[config.mk]
export PLATFORM = sky130hd
export DESIGN_NAME = i2c_master_register_access_flat
export DESIGN_NICKNAME = d
export VERILOG_FILES = /design/src/design/i2cm_pkg.sv /design/src/design/i2cm_cmd_if.sv /design/src/design/i2cm_res_if.sv /design/src/design/i2cm_cfg_if.sv /design/src/design/i2c_master_register_access.sv /design/src/design/i2cm_cfg_regs.sv /design/src/design/i2cm_seq.sv /design/src/flat_wrapper.sv
export SDC_FILE = /design/constraint.sdc
export NUM_CORES = 1
export LEC_CHECK = 0
export BUFFER_PORTS_ARGS = -buffer_cell sky130_fd_sc_hd__buf_2
export CORE_MARGIN = 10
export CORE_UTILIZATION = 60
export CTS_BUF_LIST = sky130_fd_sc_hd__clkbuf_8
export DETAILED_ROUTE_END_ITERATION = 7
export GPL_ROUTABILITY_DRIVEN = 0
export GPL_TIMING_DRIVEN = 0
export MAX_ROUTING_LAYER = met4
export PLACE_DENSITY = 0.92
export SYNTH_ARGS = -nofsm -noshare
export SYNTH_HDL_FRONTEND = slang
export SYNTH_SLANG_ARGS = --single-unit
[constraint.sdc]
create_clock -name clk -period 5.5 [get_ports clk]
set_input_delay 0.275 -clock clk [delete_from_list [all_inputs] [get_ports clk]]
set_output_delay 0.275 -clock clk [all_outputs]
set_load 0.01 [all_outputs]
[src/design/i2cm_pkg.sv]
package i2cm_pkg;

  // Item codes carried in the func field.
  localparam logic [1:0] FUNC_TICK  = 2'd0;
  localparam logic [1:0] FUNC_WRITE = 2'd1;
  localparam logic [1:0] FUNC_READ  = 2'd2;

  // Configuration register indexes.
  localparam int unsigned CFG_IDX_W = 8;
  localparam logic [CFG_IDX_W-1:0] CFG_PHASE_TICKS = 8'd0;
  localparam logic [CFG_IDX_W-1:0] CFG_ACK_TIMEOUT = 8'd1;

  localparam logic [7:0] PHASE_TICKS_RESET = 8'd1;
  localparam logic [7:0] ACK_TIMEOUT_RESET = 8'd250;

  // Which byte is on the wire.
  localparam logic [1:0] STAGE_ADDR    = 2'd0;
  localparam logic [1:0] STAGE_SUB     = 2'd1;
  localparam logic [1:0] STAGE_DATA    = 2'd2;
  localparam logic [1:0] STAGE_RD_ADDR = 2'd3;

  typedef enum logic [15:0] {
    S_IDLE        = 16'h0001,
    S_START_SETUP = 16'h0002,
    S_START_HOLD  = 16'h0004,
    S_TX_LOW      = 16'h0008,
    S_TX_HIGH     = 16'h0010,
    S_ACK_LOW     = 16'h0020,
    S_ACK_HIGH    = 16'h0040,
    S_ACK_POLL    = 16'h0080,
    S_RS_LOW      = 16'h0100,
    S_RX_LOW      = 16'h0200,
    S_RX_HIGH     = 16'h0400,
    S_MACK_LOW    = 16'h0800,
    S_MACK_HIGH   = 16'h1000,
    S_STOP_LOW    = 16'h2000,
    S_STOP_HIGH   = 16'h4000,
    S_STOP_REL    = 16'h8000
  } seq_state_t;

  typedef struct packed {
    logic [1:0] func;
    logic [6:0] slave_addr;
    logic [7:0] sub_addr;
    logic [7:0] write_data;
    logic [7:0] read_count;
    logic       sda_in;
  } item_t;

  typedef struct packed {
    logic       scl_out;
    logic       sda_out;
    logic       busy_res;
    logic       done_res;
    logic       ok;
    logic [7:0] read_data;
    logic       read_valid;
    logic       read_last;
  } res_t;

  typedef struct packed {
    logic [7:0] phase_ticks;
    logic [7:0] ack_timeout;
  } cfg_t;

endpackage

[src/design/i2cm_cmd_if.sv]
interface i2cm_cmd_if;
  logic       valid;
  logic       ready;
  logic [1:0] func;
  logic [6:0] slave_addr;
  logic [7:0] sub_addr;
  logic [7:0] write_data;
  logic [7:0] read_count;
  logic       sda_in;

  modport source (output valid, func, slave_addr, sub_addr, write_data, read_count, sda_in,
                  input ready);
  modport sink (input valid, func, slave_addr, sub_addr, write_data, read_count, sda_in,
                output ready);
endinterface

[src/design/i2cm_res_if.sv]
interface i2cm_res_if;
  logic       valid;
  logic       ready;
  logic       scl_out;
  logic       sda_out;
  logic       busy_res;
  logic       done_res;
  logic       ok;
  logic [7:0] read_data;
  logic       read_valid;
  logic       read_last;

  modport source (output valid, scl_out, sda_out, busy_res, done_res, ok, read_data,
                  read_valid, read_last, input ready);
  modport sink (input valid, scl_out, sda_out, busy_res, done_res, ok, read_data,
                read_valid, read_last, output ready);
endinterface

[src/design/i2cm_cfg_if.sv]
interface i2cm_cfg_if;
  logic       valid;
  logic       ready;
  logic [7:0] index;
  logic [7:0] data;

  modport source (output valid, index, data, input ready);
  modport sink (input valid, index, data, output ready);
endinterface

[src/design/i2c_master_register_access.sv]
// I2C master for single register writes and burst register reads. Each item on
// the cmd channel either starts a transaction (func write or read, taken only
// while the bus is idle; otherwise it is ignored) or is a tick that advances
// the bus by one tick and carries the sampled SDA level. Every item yields
// exactly one result item with the SCL/SDA drive levels after that item, the
// busy flag, a done/ok pulse when a transaction ends, and a received byte with
// its valid and last flags. One bus phase lasts phase_ticks tick items (0 acts
// as 1); an ACK is polled on every tick after a full SCL high phase, and after
// ack_timeout further high polls the block sends STOP and reports done with ok
// low. A read count of 0 reads one byte. Throughput is one item per clock
// cycle while results are taken, set by the combinational sequencer update
// between the input register and the result register. An item's result is
// offered by the result register after the sequencer steps on the item in
// the input register. While a result waits to be taken, the input register can
// still take one more item. Configuration writes are always accepted and
// should be issued only while the block is idle.
module i2c_master_register_access
  import i2cm_pkg::*;
#(
  parameter int unsigned MAX_READ_BYTES = 255
) (
  input  logic        clk,
  input  logic        rst,
  i2cm_cmd_if.sink    cmd,
  i2cm_res_if.source  res,
  i2cm_cfg_if.sink    cfg
);

  cfg_t  regs;
  item_t in_item;
  logic  in_valid;
  logic  advance;
  res_t  step_res;
  res_t  out_res;

  // The sequencer steps when the input register holds an item and the result
  // register is free or is being emptied in this cycle.
  assign advance   = in_valid && (!res.valid || res.ready);
  assign cmd.ready = !in_valid || advance;

  always_ff @(posedge clk) begin
    if (rst) begin
      in_valid <= 1'b0;
    end else if (cmd.ready) begin
      in_valid <= cmd.valid;
    end
  end

  always_ff @(posedge clk) begin
    if (cmd.ready && cmd.valid) begin
      in_item.func       <= cmd.func;
      in_item.slave_addr <= cmd.slave_addr;
      in_item.sub_addr   <= cmd.sub_addr;
      in_item.write_data <= cmd.write_data;
      in_item.read_count <= cmd.read_count;
      in_item.sda_in     <= cmd.sda_in;
    end
  end

  i2cm_cfg_regs u_cfg (
    .clk  (clk),
    .rst  (rst),
    .cfg  (cfg),
    .regs (regs)
  );

  i2cm_seq #(
    .MAX_READ_BYTES (MAX_READ_BYTES)
  ) u_seq (
    .clk  (clk),
    .rst  (rst),
    .step (advance),
    .item (in_item),
    .regs (regs),
    .res  (step_res)
  );

  // Result register.
  always_ff @(posedge clk) begin
    if (rst) begin
      res.valid <= 1'b0;
    end else if (advance) begin
      res.valid <= 1'b1;
    end else if (res.ready) begin
      res.valid <= 1'b0;
    end
  end

  always_ff @(posedge clk) begin
    if (advance) begin
      out_res <= step_res;
    end
  end

  assign res.scl_out    = out_res.scl_out;
  assign res.sda_out    = out_res.sda_out;
  assign res.busy_res   = out_res.busy_res;
  assign res.done_res   = out_res.done_res;
  assign res.ok         = out_res.ok;
  assign res.read_data  = out_res.read_data;
  assign res.read_valid = out_res.read_valid;
  assign res.read_last  = out_res.read_last;

endmodule

[src/design/i2cm_cfg_regs.sv]
module i2cm_cfg_regs
  import i2cm_pkg::*;
(
  input  logic       clk,
  input  logic       rst,
  i2cm_cfg_if.sink   cfg,
  output cfg_t       regs
);

  assign cfg.ready = 1'b1;

  always_ff @(posedge clk) begin
    if (rst) begin
      regs.phase_ticks <= PHASE_TICKS_RESET;
      regs.ack_timeout <= ACK_TIMEOUT_RESET;
    end else if (cfg.valid) begin
      case (cfg.index)
        CFG_PHASE_TICKS: regs.phase_ticks <= cfg.data;
        CFG_ACK_TIMEOUT: regs.ack_timeout <= cfg.data;
        default: ;
      endcase
    end
  end

endmodule

[src/design/i2cm_seq.sv]
module i2cm_seq
  import i2cm_pkg::*;
#(
  parameter int unsigned MAX_READ_BYTES = 255
) (
  input  logic  clk,
  input  logic  rst,
  input  logic  step,
  input  item_t item,
  input  cfg_t  regs,
  output res_t  res
);

  localparam logic [15:0] MaxRead = 16'(MAX_READ_BYTES);

  seq_state_t seq_state, seq_state_next;
  logic [7:0] phase_count, phase_count_next;
  logic [3:0] bit_count, bit_count_next;
  logic [7:0] shift_reg, shift_reg_next;
  logic [7:0] bytes_left, bytes_left_next;
  logic [7:0] ack_wait_count, ack_wait_count_next;
  logic       is_read, is_read_next;
  logic [6:0] latched_addr, latched_addr_next;
  logic [7:0] latched_sub, latched_sub_next;
  logic [7:0] latched_data, latched_data_next;
  logic [1:0] tx_stage, tx_stage_next;

  logic [7:0] plen;
  logic [8:0] pc_inc;
  logic [3:0] bc_inc;
  logic [7:0] rx_shift;
  logic [7:0] cnt;
  logic       last_byte_next;

  always_ff @(posedge clk) begin
    if (rst) begin
      seq_state      <= S_IDLE;
      phase_count    <= '0;
      bit_count      <= '0;
      shift_reg      <= '0;
      bytes_left     <= '0;
      ack_wait_count <= '0;
      is_read        <= 1'b0;
      latched_addr   <= '0;
      latched_sub    <= '0;
      latched_data   <= '0;
      tx_stage       <= STAGE_ADDR;
    end else if (step) begin
      seq_state      <= seq_state_next;
      phase_count    <= phase_count_next;
      bit_count      <= bit_count_next;
      shift_reg      <= shift_reg_next;
      bytes_left     <= bytes_left_next;
      ack_wait_count <= ack_wait_count_next;
      is_read        <= is_read_next;
      latched_addr   <= latched_addr_next;
      latched_sub    <= latched_sub_next;
      latched_data   <= latched_data_next;
      tx_stage       <= tx_stage_next;
    end
  end

  assign plen     = (regs.phase_ticks == 8'd0) ? 8'd1 : regs.phase_ticks;
  assign pc_inc   = {1'b0, phase_count} + 9'd1;
  assign bc_inc   = bit_count + 4'd1;
  assign rx_shift = {shift_reg[6:0], item.sda_in};

  always_comb begin
    cnt = (item.read_count == 8'd0) ? 8'd1 : item.read_count;
    if (16'(cnt) > MaxRead) begin
      cnt = MaxRead[7:0];
    end
  end

  always_comb begin
    seq_state_next      = seq_state;
    phase_count_next    = phase_count;
    bit_count_next      = bit_count;
    shift_reg_next      = shift_reg;
    bytes_left_next     = bytes_left;
    ack_wait_count_next = ack_wait_count;
    is_read_next        = is_read;
    latched_addr_next   = latched_addr;
    latched_sub_next    = latched_sub;
    latched_data_next   = latched_data;
    tx_stage_next       = tx_stage;
    res                 = '0;

    if (seq_state == S_IDLE && (item.func == FUNC_WRITE || item.func == FUNC_READ)) begin
      latched_addr_next   = item.slave_addr;
      latched_sub_next    = item.sub_addr;
      latched_data_next   = item.write_data;
      is_read_next        = (item.func == FUNC_READ);
      bytes_left_next     = cnt;
      shift_reg_next      = {item.slave_addr, 1'b0};
      tx_stage_next       = STAGE_ADDR;
      bit_count_next      = '0;
      ack_wait_count_next = '0;
      seq_state_next      = S_START_SETUP;
      phase_count_next    = '0;
    end else if (seq_state == S_ACK_POLL && item.func == FUNC_TICK) begin
      if (!item.sda_in) begin
        bit_count_next   = '0;
        phase_count_next = '0;
        case (tx_stage)
          STAGE_ADDR: begin
            shift_reg_next = latched_sub;
            tx_stage_next  = STAGE_SUB;
            seq_state_next = S_TX_LOW;
          end
          STAGE_SUB: begin
            if (is_read) begin
              seq_state_next = S_RS_LOW;
            end else begin
              shift_reg_next = latched_data;
              tx_stage_next  = STAGE_DATA;
              seq_state_next = S_TX_LOW;
            end
          end
          STAGE_DATA: begin
            seq_state_next = S_STOP_LOW;
          end
          default: begin
            shift_reg_next = '0;
            seq_state_next = S_RX_LOW;
          end
        endcase
      end else if (ack_wait_count >= regs.ack_timeout) begin
        // Missing ACK: the failure flag rides in bit_count through STOP.
        bit_count_next   = 4'd1;
        seq_state_next   = S_STOP_LOW;
        phase_count_next = '0;
      end else begin
        ack_wait_count_next = ack_wait_count + 8'd1;
      end
    end else if (seq_state != S_IDLE && item.func == FUNC_TICK) begin
      phase_count_next = pc_inc[7:0];
      if (pc_inc >= {1'b0, plen}) begin
        phase_count_next = '0;
        case (seq_state)
          S_START_SETUP: seq_state_next = S_START_HOLD;
          S_START_HOLD: begin
            bit_count_next = '0;
            seq_state_next = S_TX_LOW;
          end
          S_TX_LOW: seq_state_next = S_TX_HIGH;
          S_TX_HIGH: begin
            shift_reg_next = {shift_reg[6:0], 1'b0};
            if (bc_inc >= 4'd8) begin
              bit_count_next = '0;
              seq_state_next = S_ACK_LOW;
            end else begin
              bit_count_next = bc_inc;
              seq_state_next = S_TX_LOW;
            end
          end
          S_ACK_LOW: seq_state_next = S_ACK_HIGH;
          S_ACK_HIGH: begin
            ack_wait_count_next = '0;
            seq_state_next      = S_ACK_POLL;
          end
          S_RS_LOW: begin
            shift_reg_next = {latched_addr, 1'b1};
            tx_stage_next  = STAGE_RD_ADDR;
            seq_state_next = S_START_SETUP;
          end
          S_RX_LOW: seq_state_next = S_RX_HIGH;
          S_RX_HIGH: begin
            shift_reg_next = rx_shift;
            if (bc_inc >= 4'd8) begin
              bit_count_next = '0;
              res.read_data  = rx_shift;
              res.read_valid = 1'b1;
              res.read_last  = (bytes_left <= 8'd1);
              seq_state_next = S_MACK_LOW;
            end else begin
              bit_count_next = bc_inc;
              seq_state_next = S_RX_LOW;
            end
          end
          S_MACK_LOW: seq_state_next = S_MACK_HIGH;
          S_MACK_HIGH: begin
            if (bytes_left <= 8'd1) begin
              bytes_left_next = '0;
              bit_count_next  = '0;
              seq_state_next  = S_STOP_LOW;
            end else begin
              bytes_left_next = bytes_left - 8'd1;
              shift_reg_next  = '0;
              seq_state_next  = S_RX_LOW;
            end
          end
          S_STOP_LOW: seq_state_next = S_STOP_HIGH;
          S_STOP_HIGH: seq_state_next = S_STOP_REL;
          S_STOP_REL: begin
            res.done_res   = 1'b1;
            res.ok         = (bit_count == 4'd0);
            bit_count_next = '0;
            seq_state_next = S_IDLE;
          end
          default: seq_state_next = S_IDLE;
        endcase
      end
    end

    // Line levels follow the state reached after this item.
    last_byte_next = (bytes_left_next <= 8'd1);
    res.scl_out    = 1'b1;
    res.sda_out    = 1'b1;
    case (seq_state_next)
      S_START_HOLD: res.sda_out = 1'b0;
      S_TX_LOW: begin
        res.scl_out = 1'b0;
        res.sda_out = shift_reg_next[7];
      end
      S_TX_HIGH: res.sda_out = shift_reg_next[7];
      S_ACK_LOW, S_RS_LOW, S_RX_LOW: res.scl_out = 1'b0;
      S_MACK_LOW: begin
        res.scl_out = 1'b0;
        res.sda_out = last_byte_next;
      end
      S_MACK_HIGH: res.sda_out = last_byte_next;
      S_STOP_LOW: begin
        res.scl_out = 1'b0;
        res.sda_out = 1'b0;
      end
      S_STOP_HIGH: res.sda_out = 1'b0;
      default: ;
    endcase
    res.busy_res = (seq_state_next != S_IDLE);
  end

endmodule
[src/flat_wrapper.sv]
// flat-port wrapper written by rule: the top's interface ports become plain ports
module i2c_master_register_access_flat import i2cm_pkg::*;
#(
  parameter int unsigned MAX_READ_BYTES = 255
)
  (clk, rst, cmd_valid, cmd_func, cmd_slave_addr, cmd_sub_addr, cmd_write_data, cmd_read_count, cmd_sda_in, cmd_ready, res_valid, res_scl_out, res_sda_out, res_busy_res, res_done_res, res_ok, res_read_data, res_read_valid, res_read_last, res_ready, cfg_valid, cfg_index, cfg_data, cfg_ready);
  i2cm_cmd_if cmd_i ();
  i2cm_res_if res_i ();
  i2cm_cfg_if cfg_i ();
  input  logic clk;
  input  logic rst;
  input wire logic [$bits(cmd_i.valid)-1:0] cmd_valid;
  input wire logic [$bits(cmd_i.func)-1:0] cmd_func;
  input wire logic [$bits(cmd_i.slave_addr)-1:0] cmd_slave_addr;
  input wire logic [$bits(cmd_i.sub_addr)-1:0] cmd_sub_addr;
  input wire logic [$bits(cmd_i.write_data)-1:0] cmd_write_data;
  input wire logic [$bits(cmd_i.read_count)-1:0] cmd_read_count;
  input wire logic [$bits(cmd_i.sda_in)-1:0] cmd_sda_in;
  output wire logic [$bits(cmd_i.ready)-1:0] cmd_ready;
  output wire logic [$bits(res_i.valid)-1:0] res_valid;
  output wire logic [$bits(res_i.scl_out)-1:0] res_scl_out;
  output wire logic [$bits(res_i.sda_out)-1:0] res_sda_out;
  output wire logic [$bits(res_i.busy_res)-1:0] res_busy_res;
  output wire logic [$bits(res_i.done_res)-1:0] res_done_res;
  output wire logic [$bits(res_i.ok)-1:0] res_ok;
  output wire logic [$bits(res_i.read_data)-1:0] res_read_data;
  output wire logic [$bits(res_i.read_valid)-1:0] res_read_valid;
  output wire logic [$bits(res_i.read_last)-1:0] res_read_last;
  input wire logic [$bits(res_i.ready)-1:0] res_ready;
  input wire logic [$bits(cfg_i.valid)-1:0] cfg_valid;
  input wire logic [$bits(cfg_i.index)-1:0] cfg_index;
  input wire logic [$bits(cfg_i.data)-1:0] cfg_data;
  output wire logic [$bits(cfg_i.ready)-1:0] cfg_ready;
  assign cmd_i.valid = cmd_valid;
  assign cmd_i.func = cmd_func;
  assign cmd_i.slave_addr = cmd_slave_addr;
  assign cmd_i.sub_addr = cmd_sub_addr;
  assign cmd_i.write_data = cmd_write_data;
  assign cmd_i.read_count = cmd_read_count;
  assign cmd_i.sda_in = cmd_sda_in;
  assign cmd_ready = cmd_i.ready;
  assign res_valid = res_i.valid;
  assign res_scl_out = res_i.scl_out;
  assign res_sda_out = res_i.sda_out;
  assign res_busy_res = res_i.busy_res;
  assign res_done_res = res_i.done_res;
  assign res_ok = res_i.ok;
  assign res_read_data = res_i.read_data;
  assign res_read_valid = res_i.read_valid;
  assign res_read_last = res_i.read_last;
  assign res_i.ready = res_ready;
  assign cfg_i.valid = cfg_valid;
  assign cfg_i.index = cfg_index;
  assign cfg_i.data = cfg_data;
  assign cfg_ready = cfg_i.ready;
  i2c_master_register_access #(.MAX_READ_BYTES(MAX_READ_BYTES)) u_core (.clk(clk), .rst(rst), .cmd(cmd_i), .res(res_i), .cfg(cfg_i));
endmodule
Yosys cells after proc, flatten, opt, wreduce, memory -nomap -nowiden
Cells that the tools add are included.
Widths: inputs -> output; s select.
{ "totals": {"output_inout_bits": 18, "register_bits": 145} }
{ "classes": {"n_mux": 65, "eq_ne": 42, "bitwise_logic": 5, "add_sub_neg": 4, "reduce_logical": 41, "order_cmp": 5} }
{ "ops": {"columns": ["cell", "count"], "rows": [
  ["$mux 8", 28],
  ["$pmux 16 s13", 1],
  ["$mux 16", 6],
  ["$pmux 14 s3", 1],
  ["$eq 16x10->1 const B", 2],
  ["$eq 16x12->1 const B", 2],
  ["$eq 16x13->1 const B", 2],
  ["$eq 16x14->1 const B", 2],
  ["$eq 16x15->1 const B", 2],
  ["$eq 16x3->1 const B", 2],
  ["$eq 16x4->1 const B", 2],
  ["$eq 16x5->1 const B", 2],
  ["$eq 16x6->1 const B", 2],
  ["$eq 16x9->1 const B", 2],
  ["$mux 4", 8],
  ["$ne 16x1->1 const B", 2],
  ["$pmux 8 s4", 1],
  ["$logic_not 8->1", 3],
  ["$pmux 8 s3", 1],
  ["$mux 2", 9],
  ["$eq 16x1->1 const B", 1],
  ["$eq 16x11->1 const B", 1],
  ["$eq 16x16->1 const B", 1],
  ["$eq 16x2->1 const B", 1],
  ["other kinds (45)", 78]
]} }

Logic depth before layout (Yosys ltp)
Gate-level depths: netlist of run 1.
{ "depth": {"depth_word": 11, "ltp_mapped": 17, "mapped_depth_nobuf": 14} }

Cells and area by module
Synthesis of run 1 repeated with hierarchy kept, for this count alone.
{ "hier_totals": {"hier_cells": 869, "hier_area_um2": 7808.7} }
{ "by_module_without_submodules": {"columns": ["module", "cells_each", "n_inst", "area_each_um2"], "rows": [
  ["i2cm_seq", 733, 1, 5511.5],
  ["i2c_master_register_access", 59, 1, 1575.3],
  ["i2cm_cfg_regs", 77, 1, 721.9]
]} }

Least setup slack after synthesis of run 1
Ideal clock, no wire load.
{ "synth_path": {"path_type": "flip-flop to flip-flop", "startpoint": "reg u_core.u_seq.phase_count[0]", "endpoint": "reg u_core.out_res, in the netlist u_core.res.scl_out, data pin", "slack_ps": 1583, "synth_period_minus_slack_ps": 3917, "setup_ps": 268, "arrival_time_ps": 3649, "path_stages_with_launch": 17, "required_time_ps": 5232, "path_cell_list": "dfxtp_1 ha_1 and3_1 and3_1 xor2_1 ha_1 and3_1 o2111ai_1 o211a_1 buf_2 nor2_2 buf_6 mux2i_4 nand3_1 or4b_4 nor4b_2 a32oi_1"} }
{ "synth_lines": {"columns": ["item", "line", "text"], "rows": [
  ["start, declared", "i2cm_seq.sv:17", "logic [7:0] phase_count, phase_count_next;"],
  ["start signal, assigned", "i2cm_seq.sv:50", "phase_count <= phase_count_next;"],
  ["end signal, assigned", "i2c_master_register_access.sv:91", "out_res <= step_res;"],
  ["end, declared", "i2c_master_register_access.sv:34", "res_t out_res;"]
]} }

==> results by group, run 1 <==
Run status
  • Status: finished clean

Synth
  • Post-Synth Adder-Cell Area: 3.94%
  • Post-synth EDFFs: 49
  • Post-Syn Instances: 829
  • Most common flop cell mapped by yosys: dfxtp_1
  • Synth Register Bits: 145
  • Synth area leaders: dfxtp_1 25%, edfxtp_1 19%, nor2_1 5.3%
  • Mux cell area share after synthesis: 2.96%
  • Synth top area share: 25.2%
  • Synth top cells by count: 107 x nor2_1, 96 x dfxtp_1, 91 x nand2_1, 51 x a21oi_1, 49 x edfxtp_1
  • Synth Area in Simple Gates: 23.4%
  • Syn_nets: 908
  • Seq/Total Area, Yosys: 44.6%
  • Syn avg cell area: 9.19 um^2
  • Count leader, synth: nor2_1
  • Warnings from Yosys: 0
  • Synth async-reset ratio: 0%
  • Post-Synth XOR/XNOR Area: 3.22%
  • Largest family of logic cells by synthesized area: simple AND/OR/NAND/NOR gates
  • Largest area contributor in the netlist: dfxtp_1
  • Synth unique cells: 81
  • Mapped cell area: 0.00761 mm^2
  • Synth Area in Compound Gates: 17.2%

Power and ir drop
  • Total power per unit cell area: 258 mW/mm^2
  • Worst vdd ir: 231 uV
  • Total chip power: 2.29 mW
  • Static Leak: 3.42 nW

Floorplan
  • Die area: 0.0176 mm^2
  • Area of the core: 0.0125 mm^2
  • Die width: 133 um
  • Initial Util: 60.8%
  • Chip height: 133 um
  • IO Pins: 73
  • FP Rows: 41

Placed design
  • Area post-placement: 0.00818 mm^2
  • Post-DP HPWL: 14.3 mm
  • DP Cell Count: 1,071
  • # port buffers: 70
  • Place WS: 1110 ps

STA
  • Tmin final: 4560 ps
  • Setup ws final: 943 ps
  • Slew margin rel.: 5.99%
  • Setup TNS Final: 0 ps
  • Slew Viols, Final: 0
  • Final Cycle Share: 82.8%
  • WHS: 37.1 ps
  • Tightest Pin Transition: 1400 ps
  • Unrepaired setup endpoints after global routing: no
  • Final setup viols: 0
  • Max Freq: 219 MHz
  • Clk_skew: 26.7 ps
  • Final hold vios: 0

GRT
  • Global-route wire length before repair: 33.6 mm
  • GRT overflow: 0
  • Vias in the first global route: 6,867
  • All-layer global routing usage: 23.8%
  • Initial antenna violation count: 0
  • Largest net degree at the start of global routing: 35

Setup path
  • Crit path from: u_core.u_seq.phase_count[2]
  • R2r startpoint: u_core.u_seq.phase_count[2]
  • Data required time of the worst path: 5680 ps
  • Arrival @ worst endpoint: 4730 ps
  • Slowest Stage Delay on Critical Path: 540 ps
  • CP cell instances: and3_1 > and3_1 > nand3_1 > xnor2_1 > ha_1 > and3_1 > a221oi_1 > o211a_1 > buf_2 > nor3_1 > a221oi_2 > nand2_1 > or4_1 > nor3_1 > nand4_1
  • FF-to-FF path depth: 15
  • Critical path class: reg -> reg
  • Worst Path Max Fanout: 9
  • R2r endpoint: u_core.res.busy_res
  • Crit-path most repeated cell: and3_1
  • Termination of the worst setup path: u_core.res.busy_res
  • CP startpoint kind: register
  • Worst R2R Setup Slack: 940 ps
  • Highest-delay cell along the critical path: or4_1
  • Setup crit end kind: register

Final layout
  • Final Net Count: 1,032
  • Fin area: 0.00890 mm^2
  • Util after Layout: 71.1%
  • Top reg by flops: u_core.in_item
  • Final std cells w/o fill: 1,138
  • Area delta synth->final: 16.9%
  • Max reg flops: 34
  • Fill cells: 908
  • ANT cells: 0
  • Multi-input combinational cell area: 0.00387 mm^2
  • Share of post-route cells with drive strength above 1: 15.2%
  • Biggest regs: u_core.in_item: 34 flops, u_core.u_cfg.regs: 16 flops, u_core.u_seq.seq_state: 16 flops
  • FF/Latch Area: 0.00339 mm^2

CTS
  • CTS clk-pin slew, worst paths: 90 ps
  • Post-CTS setup buffers: 0
  • CTS Buf Count: 17
  • Clock Tree Root: clkbuf_8
  • Skew-Pair Late Insertion Delay: 480 ps
  • H-Tree Depth: 4
  • CTS tree: done
  • CTS sink count: 145
  • PostCTS Resize Cnt: 0
  • Deepest clock path buffer count: 2

Drt
  • Routed via count: 7,063
  • Drt total wl: 21.1 mm
  • Residual DRC: 0
  • Routed len/inst: 18.5 um
  • Iter 0 DRT Violations: 840
  • Via-per-instance ratio: 6.21
  • First-pass iteration count of the detailed router: 7
  • Antenna violation net count after detailed routing: 0

Hold path
  • Hold Crit Class: in -> reg
  • Hold_sp: cmd_valid

Flow run
  • Max Cap Viol: 0
-- layer usage --
| layer | global-route usage, % | routed length (um) | vias to the layer above |
|---|---|---|---|
| met2 | 37.1 | 9720 | 422 |
| li1 | - | - | 3271 |
| met4 | 12.8 | 1070 | 0 |
| met1 | 27.1 | 8170 | 3249 |
| met3 | 7.04 | 2110 | 121 |
| met5 | - | 0 | - |
-- cells by family after synthesis --
logic type | after synthesis
flops | 145
simple gates | 340
mux | 21
xor+xnor | 28
buf+inv | 84
compound gates | 186
fa+ha+maj | 24
other cells | 1
-- final cells by class --
type,instances,area share [%]
multi-input cells,600,43.4
clock buffers,18,2.78
flip-flops and latches,145,38.1
plain buffers,51,2.60
repair buffers,105,7.93
clock inverters,14,1.32
well taps,172,2.42
inverters,33,1.39
-- repair_timing --
item                       4_1_cts  5_1_grt
hold buffers                    34        0
setup endpoints to repair        0        0
hold endpoints to repair        34        0
-- power breakdown --
group          total (mW)  leakage (nW)  switching, mW  internal (mW)
logic               0.341          1.97          0.213          0.128
registers            1.16          1.25         0.0214           1.14
clock network       0.788         0.196          0.450          0.338
total                2.29          3.42          0.684           1.61
-- worst max-delay path, delay by kind of cell, from the launching register on --
kind            cells  cell delay [ps]
fa+ha+maj           1              280
compound gates      3             1000
simple gates        9             2110
buf+inv             1              220
flops               1              430
xor+xnor            1              220
-- worst min path at each step --
stage / to / slack [ps] / depth (start not counted)
final: u_core.in_valid / 40 / 3
after global routing: u_core.u_cfg.regs[8] / 40 / 2
after CTS: u_core.in_valid / 10 / 3
after detailed placement: u_core.u_seq.latched_sub[0] / 440 / 2
after global placement: u_core.u_seq.latched_addr[4] / 440 / 2
after floorplan: u_core.in_item[0] / 370 / 0
-- placed cells by master, fill, tap and decap left out, types with 12 or more instances in the layout --
master         count
inv_1             34
clkbuf_1          34
nand4_1           13
a211oi_1          24
o21ai_0           22
a21oi_1           51
a22oi_1           20
nor3_1            15
buf_2             80
xnor2_1           12
dfxtp_1           96
dlygate4sd3_1     34
xor2_1            16
nand2_1           91
clkbuf_8          18
nand3_1           14
ha_1              24
nor2_1           107
mux2i_1           18
edfxtp_1          49
and3_1            12
nor4_1            12
(Power assumes the default switching activity.)
==> inputs of run 2 (changes only) <==
--- a/config.mk
+++ b/config.mk
@@ -7,13 +7,13 @@
 export LEC_CHECK = 0
 export BUFFER_PORTS_ARGS = -buffer_cell sky130_fd_sc_hd__buf_2
 export CORE_MARGIN = 10
-export CORE_UTILIZATION = 60
+export CORE_UTILIZATION = 56
 export CTS_BUF_LIST = sky130_fd_sc_hd__clkbuf_8
 export DETAILED_ROUTE_END_ITERATION = 7
 export GPL_ROUTABILITY_DRIVEN = 0
 export GPL_TIMING_DRIVEN = 0
 export MAX_ROUTING_LAYER = met4
-export PLACE_DENSITY = 0.92
+export PLACE_DENSITY = 0.9
 export SYNTH_ARGS = -nofsm -noshare
 export SYNTH_HDL_FRONTEND = slang
 export SYNTH_SLANG_ARGS = --single-unit
==> constraint.sdc (replaced) <==
create_clock -name clk -period 4.07 [get_ports clk]
set_input_delay 0.2035 -clock clk [delete_from_list [all_inputs] [get_ports clk]]
set_output_delay 0.2035 -clock clk [all_outputs]
set_load 0.01 [all_outputs]
==> run 2 against run 1 <==
Effect of this change:
- the flow now finishes with violations (design-rule violations, negative setup slack)
- critical path depth up 1
- clock skew down 8.8 ps
- setup slack worse by 1000 ps
- die area up 6.1%
- first-iteration DRC count up 33%
- non-clock buffer count up 20
- global-route usage up 0.38 points
- clock power up 51%
- fmax up 10%
- design area up 4.6%
- critical path type unchanged
- highest routed layer unchanged
==> results by group, run 2 (synthesis gave the netlist of run 1 again) <==
Run status
  • Status: complete, but fails checks (was finished clean)
  • Failing checks: design-rule violations, negative setup slack

Setup path
  • FF-to-FF path depth: 16 (was 15)
  • CP startpoint kind: register (unchanged)
  • Setup crit end kind: register (unchanged)
  • Data required time of the worst path: 4260 ps (was 5680 ps)
  • Critical path class: reg -> reg (unchanged)
  • Worst Path Max Fanout: 8 (was 9)
  • Arrival @ worst endpoint: 4320 ps (was 4730 ps)

CTS
  • Clock Tree Root: clkbuf_8 (unchanged)
  • CTS clk-pin slew, worst paths: 90 ps (about the same)
  • H-Tree Depth: 4 (unchanged)
  • Skew-Pair Late Insertion Delay: 470 ps (was 480 ps)
  • Deepest clock path buffer count: 2 (unchanged)
  • CTS Buf Count: 17 (unchanged)
  • CTS sink count: 145 (unchanged)
  • CTS tree: done (unchanged)

GRT
  • All-layer global routing usage: 24.2% (was 23.8%)
  • Largest net degree at the start of global routing: 35 (unchanged)
  • Vias in the first global route: 7,029 (was 6,867)
  • GRT overflow: 0 (unchanged)
  • Global-route wire length before repair: 35.3 mm (was 33.6 mm)
  • Initial antenna violation count: 0 (unchanged)

Floorplan
  • Die area: 0.0187 mm^2 (was 0.0176 mm^2)
  • Area of the core: 0.0133 mm^2 (was 0.0125 mm^2)
  • IO Pins: 73 (unchanged)
  • Die width: 137 um (was 133 um)
  • FP Rows: 42 (was 41)
  • Initial Util: 57.3% (was 60.8%)
  • Chip height: 137 um (was 133 um)

Final layout
  • Top reg by flops: u_core.in_item (unchanged)
  • Area delta synth->final: 22.3% (was 16.9%)
  • ANT cells: 0 (unchanged)
  • Max reg flops: 34 (unchanged)
  • Most common cell after layout, fill and taps aside: nor2_1 (unchanged)
  • Most frequent cells in the layout: 107 x nor2_1, 93 x dfxtp_1, 90 x nand2_1 (was 107 x nor2_1, 96 x dfxtp_1, 91 x nand2_1)
  • Multi-input combinational cell area: 0.00405 mm^2 (was 0.00387 mm^2)
  • Fill cells: 877 (was 908)
  • Final Net Count: 1,052 (was 1,032)
  • Share of post-route cells with drive strength above 1: 19.5% (was 15.2%)
  • Biggest regs: u_core.in_item: 34 flops, u_core.u_cfg.regs: 16 flops, u_core.u_seq.seq_state: 16 flops (unchanged)
  • FF/Latch Area: 0.00340 mm^2 (was 0.00339 mm^2)

Drt
  • Drt total wl: 23.2 mm (was 21.1 mm)
  • Routed len/inst: 19.9 um (was 18.5 um)
  • Via-per-instance ratio: 6.39 (was 6.21)
  • Routed via count: 7,420 (was 7,063)
  • Residual DRC: 21 (was 0)
  • Antenna violation net count after detailed routing: 0 (unchanged)
  • First-pass iteration count of the detailed router: 8 (was 7)
  • Iter 0 DRT Violations: 1,118 (was 840)

STA
  • Final hold vios: 0 (unchanged)
  • Final setup viols: 2 (was 0)
  • Slew Viols, Final: 0 (unchanged)
  • Tmin final: 4130 ps (was 4560 ps)
  • WHS: 2.18 ps (was 37.1 ps)
  • Final Cycle Share: 101% (was 82.8%)
  • Clk_skew: 17.9 ps (was 26.7 ps)
  • Unrepaired setup endpoints after global routing: yes (was no)
  • Max Freq: 242 MHz (was 219 MHz)
  • Setup ws final: -55.6 ps (was 943 ps)
  • Tightest Pin Transition: 1390 ps (was 1400 ps)
  • Slew margin rel.: 7.09% (was 5.99%)

Power and ir drop
  • Static Leak: 3.56 nW (was 3.42 nW)
  • Total power per unit cell area: 352 mW/mm^2 (was 258 mW/mm^2)
  • Worst vdd ir: 248 uV (was 231 uV)
  • Total chip power: 3.28 mW (was 2.29 mW)

Hold path
  • Hold Path Depth: 3 (unchanged)
  • Hold Crit Class: in -> reg (unchanged)

Placed design
  • Post-DP HPWL: 14.3 mm (about the same)
  • # port buffers: 70 (unchanged)

Flow run
  • Max Cap Viol: 0 (unchanged)
[run 2: cell count changes in the layout (fill, tap and decap cells not counted), moves of 3 or more]
cell     delta
and3_1      -5
and3_4      +5
buf_4      +19
dfxtp_1     -3
inv_6       -3
[run 2: what timing repair did]
action / 4_1_cts / 5_1_grt
pin swaps: 5 / 10
hold buffers: 36 / 0
hold endpoints to repair: 36 / 0
cloned: 0 / 0
setup endpoints to repair: 4 / 14
gates resized for setup: 14 / 28
buffers inserted: 5 / 14
[run 2: worst max-delay path, stage by stage, from the launching register on]
cell	delay, ps
dfxtp_4	370
ha_4	180
and3_4	180
and3_4	180
xor2_1	140
ha_1	310
and3_4	220
o2111ai_4	110
o211a_1	250
buf_6	150
nor2_4	220
buf_8	170
mux2i_4	270
nand3_2	100
or4b_4	540
o32ai_4	310
o311ai_2	130
[run 2: stage by stage]
stage               setup TNS [ps]  util, %  setup slack (ps)  std cells  instance area, um^2
detailed placement            -899     61.6              -351       1075                 8190
global route                  -515     70.0              -165       1162                 9310
CTS                              0     68.1              12.7       1148                 9050
global placement              -742     61.6              -268       1075                 8190
floorplan                        0        -               153        829                 7610
finish                       -93.8     70.0             -55.6       1162                 9310
[run 2: layout make-up]
type                       instances  share of cell area [%]
buffer                            51                    2.62
clock buffer                      18                    2.66
clock inverter                    14                    1.83
inverter                          33                    1.33
multi-input combinational        600                    43.5
sequential                       145                    36.5
tap                              176                    2.36
timing repair buffer             125                    9.16
[run 2: final timing paths]
kind,startpoint,to,slack [ps]
worst min register to register,u_core.u_seq.latched_addr[5],u_core.u_seq.latched_addr[5],460
worst max register to register,u_core.u_seq.phase_count[0],u_core.res.sda_out,-60
worst max-delay path,u_core.u_seq.phase_count[0],u_core.res.sda_out,-60
worst min-delay path,cfg_data[2],u_core.u_cfg.regs[10],2
[run 2: layer usage]
layer | global-route usage [%] | part of all wire [%] | vias to the layer above
met2 | 37.9 | 47 | 515
met1 | 28.3 | 37 | 3426
li1 | - | - | 3314
met3 | 6.38 | 9.8 | 165
met5 | - | 0 | -
met4 | 11.7 | 5.9 | 0
[run 2: power breakdown]
group	internal (mW)	switching [mW]	leakage, nW
clock	0.581	0.614	0.205
sequential	1.54	0.0303	1.25
combinational	0.195	0.316	2.10
